$ cat src/sv/rhs_pkg.sv
// Shared types and constants for the rolling heat strip.
// Used by the channel interfaces, the core and the checker; no dependencies.
package rhs_pkg;

    localparam int POS_W      = 6;
    localparam int HEAT_W     = 16;
    localparam int ACC_W      = 17;
    localparam int CFG_IDX_W  = 2;
    localparam int CFG_DATA_W = 16;

    localparam logic [CFG_IDX_W-1:0] REG_HEAT_FLOOR   = 2'd0;
    localparam logic [CFG_IDX_W-1:0] REG_HEAT_CEILING = 2'd1;
    localparam logic [CFG_IDX_W-1:0] REG_HEAT_STEP    = 2'd2;
    localparam logic [CFG_IDX_W-1:0] REG_ROLL_RATE    = 2'd3;

    typedef struct packed {
        logic [POS_W-1:0]  led_position;
        logic [HEAT_W-1:0] heat_out;
        logic              frame_end;
    } t_res_beat;

endpackage

$ cat src/sv/rhs_if.sv
// Valid/ready channel interfaces for the rolling heat strip: command,
// result and configuration write. Depends on rhs_pkg.
interface rhs_cmd_if;
    logic valid;
    logic ready;
    logic advance;

    modport source (output valid, output advance, input ready);
    modport sink   (input valid, input advance, output ready);
endinterface

interface rhs_res_if;
    logic                       valid;
    logic                       ready;
    logic [rhs_pkg::POS_W-1:0]  led_position;
    logic [rhs_pkg::HEAT_W-1:0] heat_out;
    logic                       frame_end;

    modport source (output valid, output led_position, output heat_out, output frame_end,
                    input ready);
    modport sink   (input valid, input led_position, input heat_out, input frame_end,
                    output ready);
endinterface

interface rhs_cfg_if;
    logic                           valid;
    logic                           ready;
    logic [rhs_pkg::CFG_IDX_W-1:0]  index;
    logic [rhs_pkg::CFG_DATA_W-1:0] data;

    modport source (output valid, output index, output data, input ready);
    modport sink   (input valid, input index, input data, output ready);
endinterface

$ cat src/sv/rolling_heat_strip_core.sv
// Rolling heat strip core: strip memory, fill level, roll accumulator and frame emitter.
// Depends on rhs_pkg and the channel interfaces in rhs_if.sv.
//
//  channel  | dir | beat carries                          | accepted when
//  i_cfg    | in  | index, data                           | valid & ready (ready is always 1)
//  i_cmd    | in  | advance                               | valid & ready (ready in S_IDLE)
//  o_res    | out | led_position, heat_out, frame_end     | valid & ready
//
// A frame emits STRIP_LEN beats from the strip memory at one per cycle while the output queue has room.
// A non-advancing frame goes straight to emission; an advancing one first passes S_CALC and,
// when the strip shifts, also S_SHIFT and S_FILL, with one memory write per vacated entry (up to STRIP_LEN).
// Reset clears the per-entry valid bits; there is no clearing pass.
// A two-beat output queue absorbs stalls; reads pause while it is full.
module rolling_heat_strip_core #(
    parameter int STRIP_LEN = 64
) (
    input  logic       i_clk,
    input  logic       i_rst_n,
    rhs_cfg_if.sink    i_cfg,
    rhs_cmd_if.sink    i_cmd,
    rhs_res_if.source  o_res
);

    localparam int AW = $clog2(STRIP_LEN);
    localparam int CW = $clog2(STRIP_LEN + 1);
    localparam int SW = AW + 1;
    localparam logic [AW-1:0] LAST  = AW'(STRIP_LEN - 1);
    localparam logic [CW-1:0] LEN_C = CW'(STRIP_LEN);
    localparam logic [SW-1:0] LEN_S = SW'(STRIP_LEN);

    typedef enum logic [2:0] {
        S_IDLE,
        S_CALC,
        S_SHIFT,
        S_FILL,
        S_EMIT
    } t_state;

    t_state r_state;

    logic [rhs_pkg::HEAT_W-1:0]        r_heat_floor;
    logic [rhs_pkg::HEAT_W-1:0]        r_heat_ceiling;
    logic signed [rhs_pkg::HEAT_W-1:0] r_heat_step;
    logic signed [rhs_pkg::HEAT_W-1:0] r_roll_rate;

    logic [rhs_pkg::HEAT_W-1:0]       r_fill_level;
    logic signed [rhs_pkg::ACC_W-1:0] r_acc;
    logic signed [rhs_pkg::ACC_W-1:0] r_sum;
    logic [CW-1:0] r_cnt;
    logic          r_neg;
    logic [AW-1:0] r_base;
    logic [AW-1:0] r_wptr;
    logic [CW-1:0] r_left;
    logic [AW-1:0] r_rptr;
    logic [AW-1:0] r_ridx;
    logic          r_rd_pend;
    logic [AW-1:0] r_rd_pos;
    logic [AW-1:0] r_rd_phys;

    logic [rhs_pkg::HEAT_W-1:0] mem [STRIP_LEN];
    logic [STRIP_LEN-1:0]       r_vld;
    logic [rhs_pkg::HEAT_W-1:0] r_rd_data;
    logic                       r_rd_vld;

    rhs_pkg::t_res_beat r_q [2];
    logic               r_q_head;
    logic [1:0]         r_q_cnt;

    logic cmd_acc;
    logic cfg_acc;
    logic pop;
    logic issue;
    logic mem_we;
    logic [AW-1:0] mem_waddr;
    logic [rhs_pkg::HEAT_W-1:0] mem_wdata;

    logic signed [rhs_pkg::HEAT_W+1:0] lvl;
    logic [rhs_pkg::HEAT_W-1:0]        n_fill_level;
    logic [rhs_pkg::ACC_W-1:0]         mag;
    logic [8:0]                        whole;
    logic [7:0]                        frac;
    logic signed [rhs_pkg::ACC_W-1:0]  n_acc;
    logic [CW-1:0]                     n_cnt;
    logic [SW-1:0]                     base_sum;
    logic [AW-1:0]                     n_base;
    logic [rhs_pkg::HEAT_W-1:0]        rd_heat;
    logic [rhs_pkg::HEAT_W-1:0]        clamp_heat;
    rhs_pkg::t_res_beat                push_beat;

    function automatic logic [AW-1:0] ptr_inc(input logic [AW-1:0] p);
        return (p == LAST) ? '0 : p + AW'(1);
    endfunction

    assign i_cfg.ready = 1'b1;
    assign i_cmd.ready = (r_state == S_IDLE);
    assign cfg_acc     = i_cfg.valid;
    assign cmd_acc     = i_cmd.valid && (r_state == S_IDLE);
    assign pop         = o_res.valid && o_res.ready;

    assign o_res.valid        = (r_q_cnt != 2'd0);
    assign o_res.led_position = r_q[r_q_head].led_position;
    assign o_res.heat_out     = r_q[r_q_head].heat_out;
    assign o_res.frame_end    = r_q[r_q_head].frame_end;

    always_comb begin
        lvl = $signed({2'b00, r_fill_level}) + 18'(r_heat_step);
        if (lvl > $signed({2'b00, r_heat_ceiling})) begin
            n_fill_level = r_heat_floor;
        end else if (lvl < $signed({2'b00, r_heat_floor})) begin
            n_fill_level = r_heat_ceiling;
        end else begin
            n_fill_level = lvl[rhs_pkg::HEAT_W-1:0];
        end
    end

    always_comb begin
        mag   = r_sum[rhs_pkg::ACC_W-1] ? rhs_pkg::ACC_W'(-r_sum) : rhs_pkg::ACC_W'(r_sum);
        whole = mag[16:8];
        frac  = mag[7:0];
        n_acc = r_sum[rhs_pkg::ACC_W-1] ? -$signed({9'b0, frac}) : $signed({9'b0, frac});
        n_cnt = (whole > 9'(STRIP_LEN)) ? LEN_C : CW'(whole);
    end

    always_comb begin
        if (r_neg) begin
            base_sum = SW'(r_base) + SW'(r_cnt);
        end else begin
            base_sum = SW'(r_base) + SW'(LEN_C - r_cnt);
        end
        n_base = (base_sum >= LEN_S) ? AW'(base_sum - LEN_S) : AW'(base_sum);
    end

    always_comb begin
        issue = (r_state == S_EMIT) &&
                (({1'b0, r_q_cnt} + {2'b00, r_rd_pend}) < (3'd2 + {2'b00, pop}));
        rd_heat = r_rd_vld ? r_rd_data : '0;
        if (rd_heat < r_heat_floor) begin
            clamp_heat = r_heat_floor;
        end else if (rd_heat > r_heat_ceiling) begin
            clamp_heat = r_heat_ceiling;
        end else begin
            clamp_heat = rd_heat;
        end
        push_beat.led_position = rhs_pkg::POS_W'(r_rd_pos);
        push_beat.heat_out     = clamp_heat;
        push_beat.frame_end    = (r_rd_pos == LAST);
        mem_we    = (r_state == S_FILL) || r_rd_pend;
        mem_waddr = (r_state == S_FILL) ? r_wptr : r_rd_phys;
        mem_wdata = (r_state == S_FILL) ? r_fill_level : clamp_heat;
    end

    always_ff @(posedge i_clk) begin
        if (mem_we) begin
            mem[mem_waddr] <= mem_wdata;
        end
        if (issue) begin
            r_rd_data <= mem[r_rptr];
            r_rd_vld  <= r_vld[r_rptr];
        end
    end

    always_ff @(posedge i_clk) begin
        if (!i_rst_n) begin
            r_vld <= '0;
        end else if (mem_we) begin
            r_vld[mem_waddr] <= 1'b1;
        end
    end

    always_ff @(posedge i_clk) begin
        if (!i_rst_n) begin
            r_heat_floor   <= '0;
            r_heat_ceiling <= '1;
            r_heat_step    <= '0;
            r_roll_rate    <= '0;
        end else if (cfg_acc) begin
            unique case (i_cfg.index)
                rhs_pkg::REG_HEAT_FLOOR:   r_heat_floor   <= i_cfg.data;
                rhs_pkg::REG_HEAT_CEILING: r_heat_ceiling <= i_cfg.data;
                rhs_pkg::REG_HEAT_STEP:    r_heat_step    <= $signed(i_cfg.data);
                rhs_pkg::REG_ROLL_RATE:    r_roll_rate    <= $signed(i_cfg.data);
                default: ;
            endcase
        end
    end

    always_ff @(posedge i_clk) begin
        if (r_rd_pend) begin
            r_q[r_q_head ^ r_q_cnt[0]] <= push_beat;
        end
    end

    always_ff @(posedge i_clk) begin
        if (!i_rst_n) begin
            r_state      <= S_IDLE;
            r_fill_level <= '0;
            r_acc        <= '0;
            r_sum        <= '0;
            r_cnt        <= '0;
            r_neg        <= 1'b0;
            r_base       <= '0;
            r_wptr       <= '0;
            r_left       <= '0;
            r_rptr       <= '0;
            r_ridx       <= '0;
            r_rd_pend    <= 1'b0;
            r_rd_pos     <= '0;
            r_rd_phys    <= '0;
            r_q_head     <= 1'b0;
            r_q_cnt      <= '0;
        end else begin
            r_rd_pend <= issue;
            if (issue) begin
                r_rd_pos  <= r_ridx;
                r_rd_phys <= r_rptr;
                r_rptr    <= ptr_inc(r_rptr);
                r_ridx    <= r_ridx + AW'(1);
            end
            if (pop) begin
                r_q_head <= ~r_q_head;
            end
            r_q_cnt <= r_q_cnt + {1'b0, r_rd_pend} - {1'b0, pop};

            unique case (r_state)
                S_IDLE: begin
                    if (cmd_acc) begin
                        if (i_cmd.advance) begin
                            r_fill_level <= n_fill_level;
                            r_sum        <= r_acc + rhs_pkg::ACC_W'(r_roll_rate);
                            r_state      <= S_CALC;
                        end else begin
                            r_rptr  <= r_base;
                            r_ridx  <= '0;
                            r_state <= S_EMIT;
                        end
                    end
                end
                S_CALC: begin
                    r_acc <= n_acc;
                    r_cnt <= n_cnt;
                    r_neg <= r_sum[rhs_pkg::ACC_W-1];
                    if (whole == 9'd0) begin
                        r_rptr  <= r_base;
                        r_ridx  <= '0;
                        r_state <= S_EMIT;
                    end else begin
                        r_state <= S_SHIFT;
                    end
                end
                S_SHIFT: begin
                    r_base  <= n_base;
                    r_wptr  <= r_neg ? r_base : n_base;
                    r_left  <= r_cnt;
                    r_state <= S_FILL;
                end
                S_FILL: begin
                    r_wptr <= ptr_inc(r_wptr);
                    r_left <= r_left - CW'(1);
                    if (r_left == CW'(1)) begin
                        r_rptr  <= r_base;
                        r_ridx  <= '0;
                        r_state <= S_EMIT;
                    end
                end
                S_EMIT: begin
                    if (issue && (r_ridx == LAST)) begin
                        r_state <= S_IDLE;
                    end
                end
                default: r_state <= S_IDLE;
            endcase
        end
    end

endmodule

$ cat src/flat_wrapper.sv
// flat-port wrapper written by rule: the top's interface ports become plain ports
module rolling_heat_strip_core_flat 
#(
    parameter int STRIP_LEN = 64
)
  (i_clk, i_rst_n, i_cfg_valid, i_cfg_index, i_cfg_data, i_cfg_ready, i_cmd_valid, i_cmd_advance, i_cmd_ready, o_res_valid, o_res_led_position, o_res_heat_out, o_res_frame_end, o_res_ready);
  rhs_cfg_if i_cfg_i ();
  rhs_cmd_if i_cmd_i ();
  rhs_res_if o_res_i ();
  input  logic i_clk;
  input  logic i_rst_n;
  input wire logic [$bits(i_cfg_i.valid)-1:0] i_cfg_valid;
  input wire logic [$bits(i_cfg_i.index)-1:0] i_cfg_index;
  input wire logic [$bits(i_cfg_i.data)-1:0] i_cfg_data;
  output wire logic [$bits(i_cfg_i.ready)-1:0] i_cfg_ready;
  input wire logic [$bits(i_cmd_i.valid)-1:0] i_cmd_valid;
  input wire logic [$bits(i_cmd_i.advance)-1:0] i_cmd_advance;
  output wire logic [$bits(i_cmd_i.ready)-1:0] i_cmd_ready;
  output wire logic [$bits(o_res_i.valid)-1:0] o_res_valid;
  output wire logic [$bits(o_res_i.led_position)-1:0] o_res_led_position;
  output wire logic [$bits(o_res_i.heat_out)-1:0] o_res_heat_out;
  output wire logic [$bits(o_res_i.frame_end)-1:0] o_res_frame_end;
  input wire logic [$bits(o_res_i.ready)-1:0] o_res_ready;
  assign i_cfg_i.valid = i_cfg_valid;
  assign i_cfg_i.index = i_cfg_index;
  assign i_cfg_i.data = i_cfg_data;
  assign i_cfg_ready = i_cfg_i.ready;
  assign i_cmd_i.valid = i_cmd_valid;
  assign i_cmd_i.advance = i_cmd_advance;
  assign i_cmd_ready = i_cmd_i.ready;
  assign o_res_valid = o_res_i.valid;
  assign o_res_led_position = o_res_i.led_position;
  assign o_res_heat_out = o_res_i.heat_out;
  assign o_res_frame_end = o_res_i.frame_end;
  assign o_res_i.ready = o_res_ready;
  rolling_heat_strip_core #(.STRIP_LEN(STRIP_LEN)) u_core (.i_clk(i_clk), .i_rst_n(i_rst_n), .i_cfg(i_cfg_i), .i_cmd(i_cmd_i), .o_res(o_res_i));
endmodule
$ cat config.mk
export PLATFORM = sky130hd
export DESIGN_NAME = rolling_heat_strip_core_flat
export DESIGN_NICKNAME = d
export VERILOG_FILES = /design/src/sv/rhs_pkg.sv /design/src/sv/rhs_if.sv /design/src/sv/rolling_heat_strip_core.sv /design/src/flat_wrapper.sv
export SDC_FILE = /design/constraint.sdc
export NUM_CORES = 2
export LEC_CHECK = 0
export ABC_AREA = 1
export ABC_CLOCK_PERIOD_IN_PS = 11010
export CAP_MARGIN = 10
export CELL_PAD_IN_SITES_DETAIL_PLACEMENT = 0
export CELL_PAD_IN_SITES_GLOBAL_PLACEMENT = 2
export CORE_UTILIZATION = 45
export DETAILED_ROUTE_END_ITERATION = 8
export DONT_BUFFER_PORTS = 1
export GPL_TIMING_DRIVEN = 0
export HOLD_SLACK_MARGIN = 0.12
export PLACE_DENSITY = 0.91
export SLEW_MARGIN = 20
export SYNTH_ARGS = -nofsm -noshare
export SYNTH_HDL_FRONTEND = slang
export SYNTH_SLANG_ARGS = --single-unit
$ cat constraint.sdc
create_clock -name i_clk -period 11.01 [get_ports i_clk]
set_input_delay 1.101 -clock i_clk [delete_from_list [all_inputs] [get_ports i_clk]]
set_output_delay 1.101 -clock i_clk [all_outputs]
set_load 0.03 [all_outputs]
==> impl_metrics.yaml <==
global_route:
  grt_util_met3_pct: 7.65
  antenna_found_initial: 8
  use_met2_pct: 50.0
  grt_max_degree: 65
  grt_busiest_layer: "met2"
  grt-ovfl-total: 0
  grt_use_total_pct: 32.0
  grt_pass1_wl_mm: 290
  grt_pass1_vias: 40788
  use_met1_pct: 41.6
worst_setup_path:
  worstSetupStartpointType: "flip-flop"
  critPathKind: "flip-flop to flip-flop"
  cp-end-kind: "flip-flop"
  worstPathRequired_ns: 11.48
  path_max_fanout: 64
  worstPathArrival_ns: 4.51
  r2r_setup_slack_ns: 6.96
cts:
  post_cts_buffers: 0
  clk_latency_ns: 0.81
  numCtsBuffers: 142
  clock-sinks: 1322
  cts-resized-gates: 0
  cts_tree: "yes"
  cts.path.max_buffers: 3
  clk_pin_slew_ns: 0.06
  root_buffer: "clkbuf_16"
  h-tree-depth: 4
  hold_buffers: 0
logic_synthesis:
  ys_seq_elements: 1322
  syn_area_um2: 56900
  synth_compound_area_share_pct: 13.3
  yosys.area_share.xor_xnor_pct: 0.678
  synth_flop_cell: "edfxtp_1"
  synthSimpleGateAreaFrac_pct: 13.0
  synthArstFlopShare_pct: 0
  syn_area_per_cell_um2: 11.0
  muxShareOfSynthArea_pct: 0.473
  yosys_warnings: 0
  synth_seq_area_share_pct: 65.7
  synth_cell_types: 69
  synth-edff-count: 1087
  synthAdderAreaFrac_pct: 2.69
  synth_top_family_by_area: "compound AO/OA/AOI/OAI gates"
  synth.net_count: 5300
  synth_cells: 5156
placement:
  numPortBuffers: 0
  detailed_place_hpwl_mm: 145
  place_congestion: 0.969
  dp_worst_setup_slack_ns: 7.05
floorplan:
  start_util_pct: 45.3
  fp.dieArea_um2: 128000
  core-area_um2: 125000
  num_rows: 130
  die_x_um: 357
  io_pins: 50
  die_y_um: 357
final_layout:
  syn2layout_area_growth_pct: 16.4
  final_util_pct: 52.8
  fillCellCount: 10743
  nNetsFinal: 5523
  final_cell_mix: "edfxtp_1, nor2_1, o21ai_0"
  final_common_cell: "edfxtp_1"
  drive_gt1_share_pct: 10.4
sta:
  setup_viol: 0
  setup-tns-final_ns: 0
  max_freq_mhz: 247
  drv_slew: 0
  period_share_pct: 36.8
  relSlewSlack_pct: 23.2
  finalHoldViolCount: 0
  period_minus_slack_ns: 4.05
  finClkSkew_ns: 0.0538
  fin_ws_ns: 6.96
  rsz0062_at_grt: "no"
  worstMarginPinSlew_ns: 1.15
detailed_routing:
  wl_per_cell_um: 28.9
  drt_first_pass_iters: 6
  ant_nets: 0
  first_iter_violations: 5976
  route.detailed.drc: 0
  vias_per_cell: 6.10
  routed_wirelength_mm: 206
  dr_total_vias: 43527
pwr:
  leakagePower_nw: 23.4
  irDropWorstVdd_mv: 0.232
  pwr_density_cell_nw_per_um2: 267
status:
  outcome: "completed"
flow_run:
  drv_cap: 0
hold_path:
  hold_path_class: "flip-flop to flip-flop"
==> per-stage QoR <==
stage	cell area [µm²]	instances	hold slack (ns)	total power [W]
2_1_floorplan	56900	5156	0.427	0.0100
3_3_place_gp	58900	6806	0.442	0.0124
3_5_place_dp	61500	6885	0.446	0.0127
4_1_cts	66200	7140	0.424	0.0175
5_1_grt	66200	7140	0.436	0.0181
6_report	66200	7141	0.454	0.0177
==> cell usage after synthesis (all sizes together), types with 104 or more instances <==
cell type / n / share of area, %
a21oi: 226 / 2.1
clkbuf: 212 / 1.4
dfxtp: 235 / 8.3
edfxtp: 1087 / 57
ha: 116 / 2.6
inv: 287 / 1.9
nand2: 581 / 4.0
nand3: 183 / 1.8
nor2: 852 / 5.7
o21ai: 682 / 6.1
o221ai: 104 / 1.6
o22ai: 169 / 1.9
==> layer usage <==
layer | up-vias | routed length (µm) | share of wire, %
li1 | 18956 | - | -
met1 | 21033 | 76900 | 37
met2 | 2927 | 92400 | 45
met3 | 601 | 25000 | 12
met4 | 10 | 12000 | 5.8
met5 | - | 57 | 0.028
==> logic make-up after synthesis <==
logic type / count (synthesis)
XOR/XNOR: 44
multiplexers: 24
AO/OA/AOI/OAI: 1308
AND/OR/NAND/NOR: 1742
adder cells (fa/ha/maj): 120
other: 1
buffers and inverters: 595
flip-flops: 1322
==> layout make-up <==
| cell class | count | area, µm² | area share [%] |
|---|---|---|---|
| Antenna cell | 1 | 2.50 | 0.00378 |
| Timing Repair Buffer | 79 | 1970 | 2.97 |
| Sequential cell | 1322 | 37300 | 56.4 |
| Tap cell | 1650 | 2060 | 3.12 |
| Clock inverter | 66 | 753 | 1.14 |
| Buffer | 306 | 1310 | 1.98 |
| Multi-Input combinational cell | 3239 | 17700 | 26.8 |
| Clock buffer | 189 | 3940 | 5.95 |
| Inverter | 289 | 1090 | 1.65 |
==> sequential cells by signal (all words and copies together), names as in the netlist, 2 cells and up, named ones only <==
register,count
u_core.r_rptr,6
u_core.mem,1024
u_core.r_q,46
u_core.r_heat_floor,16
u_core.r_rd_phys,6
u_core.r_cnt,7
u_core.r_rd_pos,6
u_core.r_base,6
u_core.r_state,3
u_core.r_rd_data,16
u_core.r_wptr,6
u_core.r_roll_rate,16
u_core.r_left,7
u_core.r_sum,17
u_core.r_heat_step,16
u_core.r_heat_ceiling,16
u_core.r_q_cnt,2
u_core.r_vld,64
u_core.r_acc,15
u_core.r_fill_level,16
u_core.r_ridx,6
==> where the power goes <==
part | leakage [nW] | switching, W | internal [W]
Clock | 2.29 | 0.00207 | 0.00277
Combinational | 9.31 | 0.00438 | 0.00131
Sequential | 11.8 | 0.000112 | 0.00702
==> worst max-delay path, stage by stage, from the launching register on <==
cell	delay [ns]
edfxtp_1	0.32
clkbuf_2	0.19
clkbuf_1	0.35
nand2_1	0.10
inv_1	0.13
ha_1	0.26
a21oi_1	0.16
o21a_1	0.14
nor2_1	0.04
a31oi_1	0.20
nand4_1	0.11
nand2_1	0.27
clkbuf_1	0.42
nand2_1	0.09
nand3_1	0.12
nand3_1	0.11
nand2_4	0.64
==> final timing paths <==
kind | from | to | cells after the start
worst max-delay path | u_core.r_rd_vld$_DFFE_PP_ | u_core.mem[42][12]$_DFFE_PP_ | 16
worst min-delay path | u_core.r_heat_step[8]$_SDFFE_PN0P_ | u_core.r_heat_step[8]$_SDFFE_PN0P_ | 2
worst max register to register | u_core.r_rd_vld$_DFFE_PP_ | u_core.mem[42][12]$_DFFE_PP_ | 16
worst min register to register | u_core.r_heat_step[8]$_SDFFE_PN0P_ | u_core.r_heat_step[8]$_SDFFE_PN0P_ | 2
(Power assumes the default switching activity.)
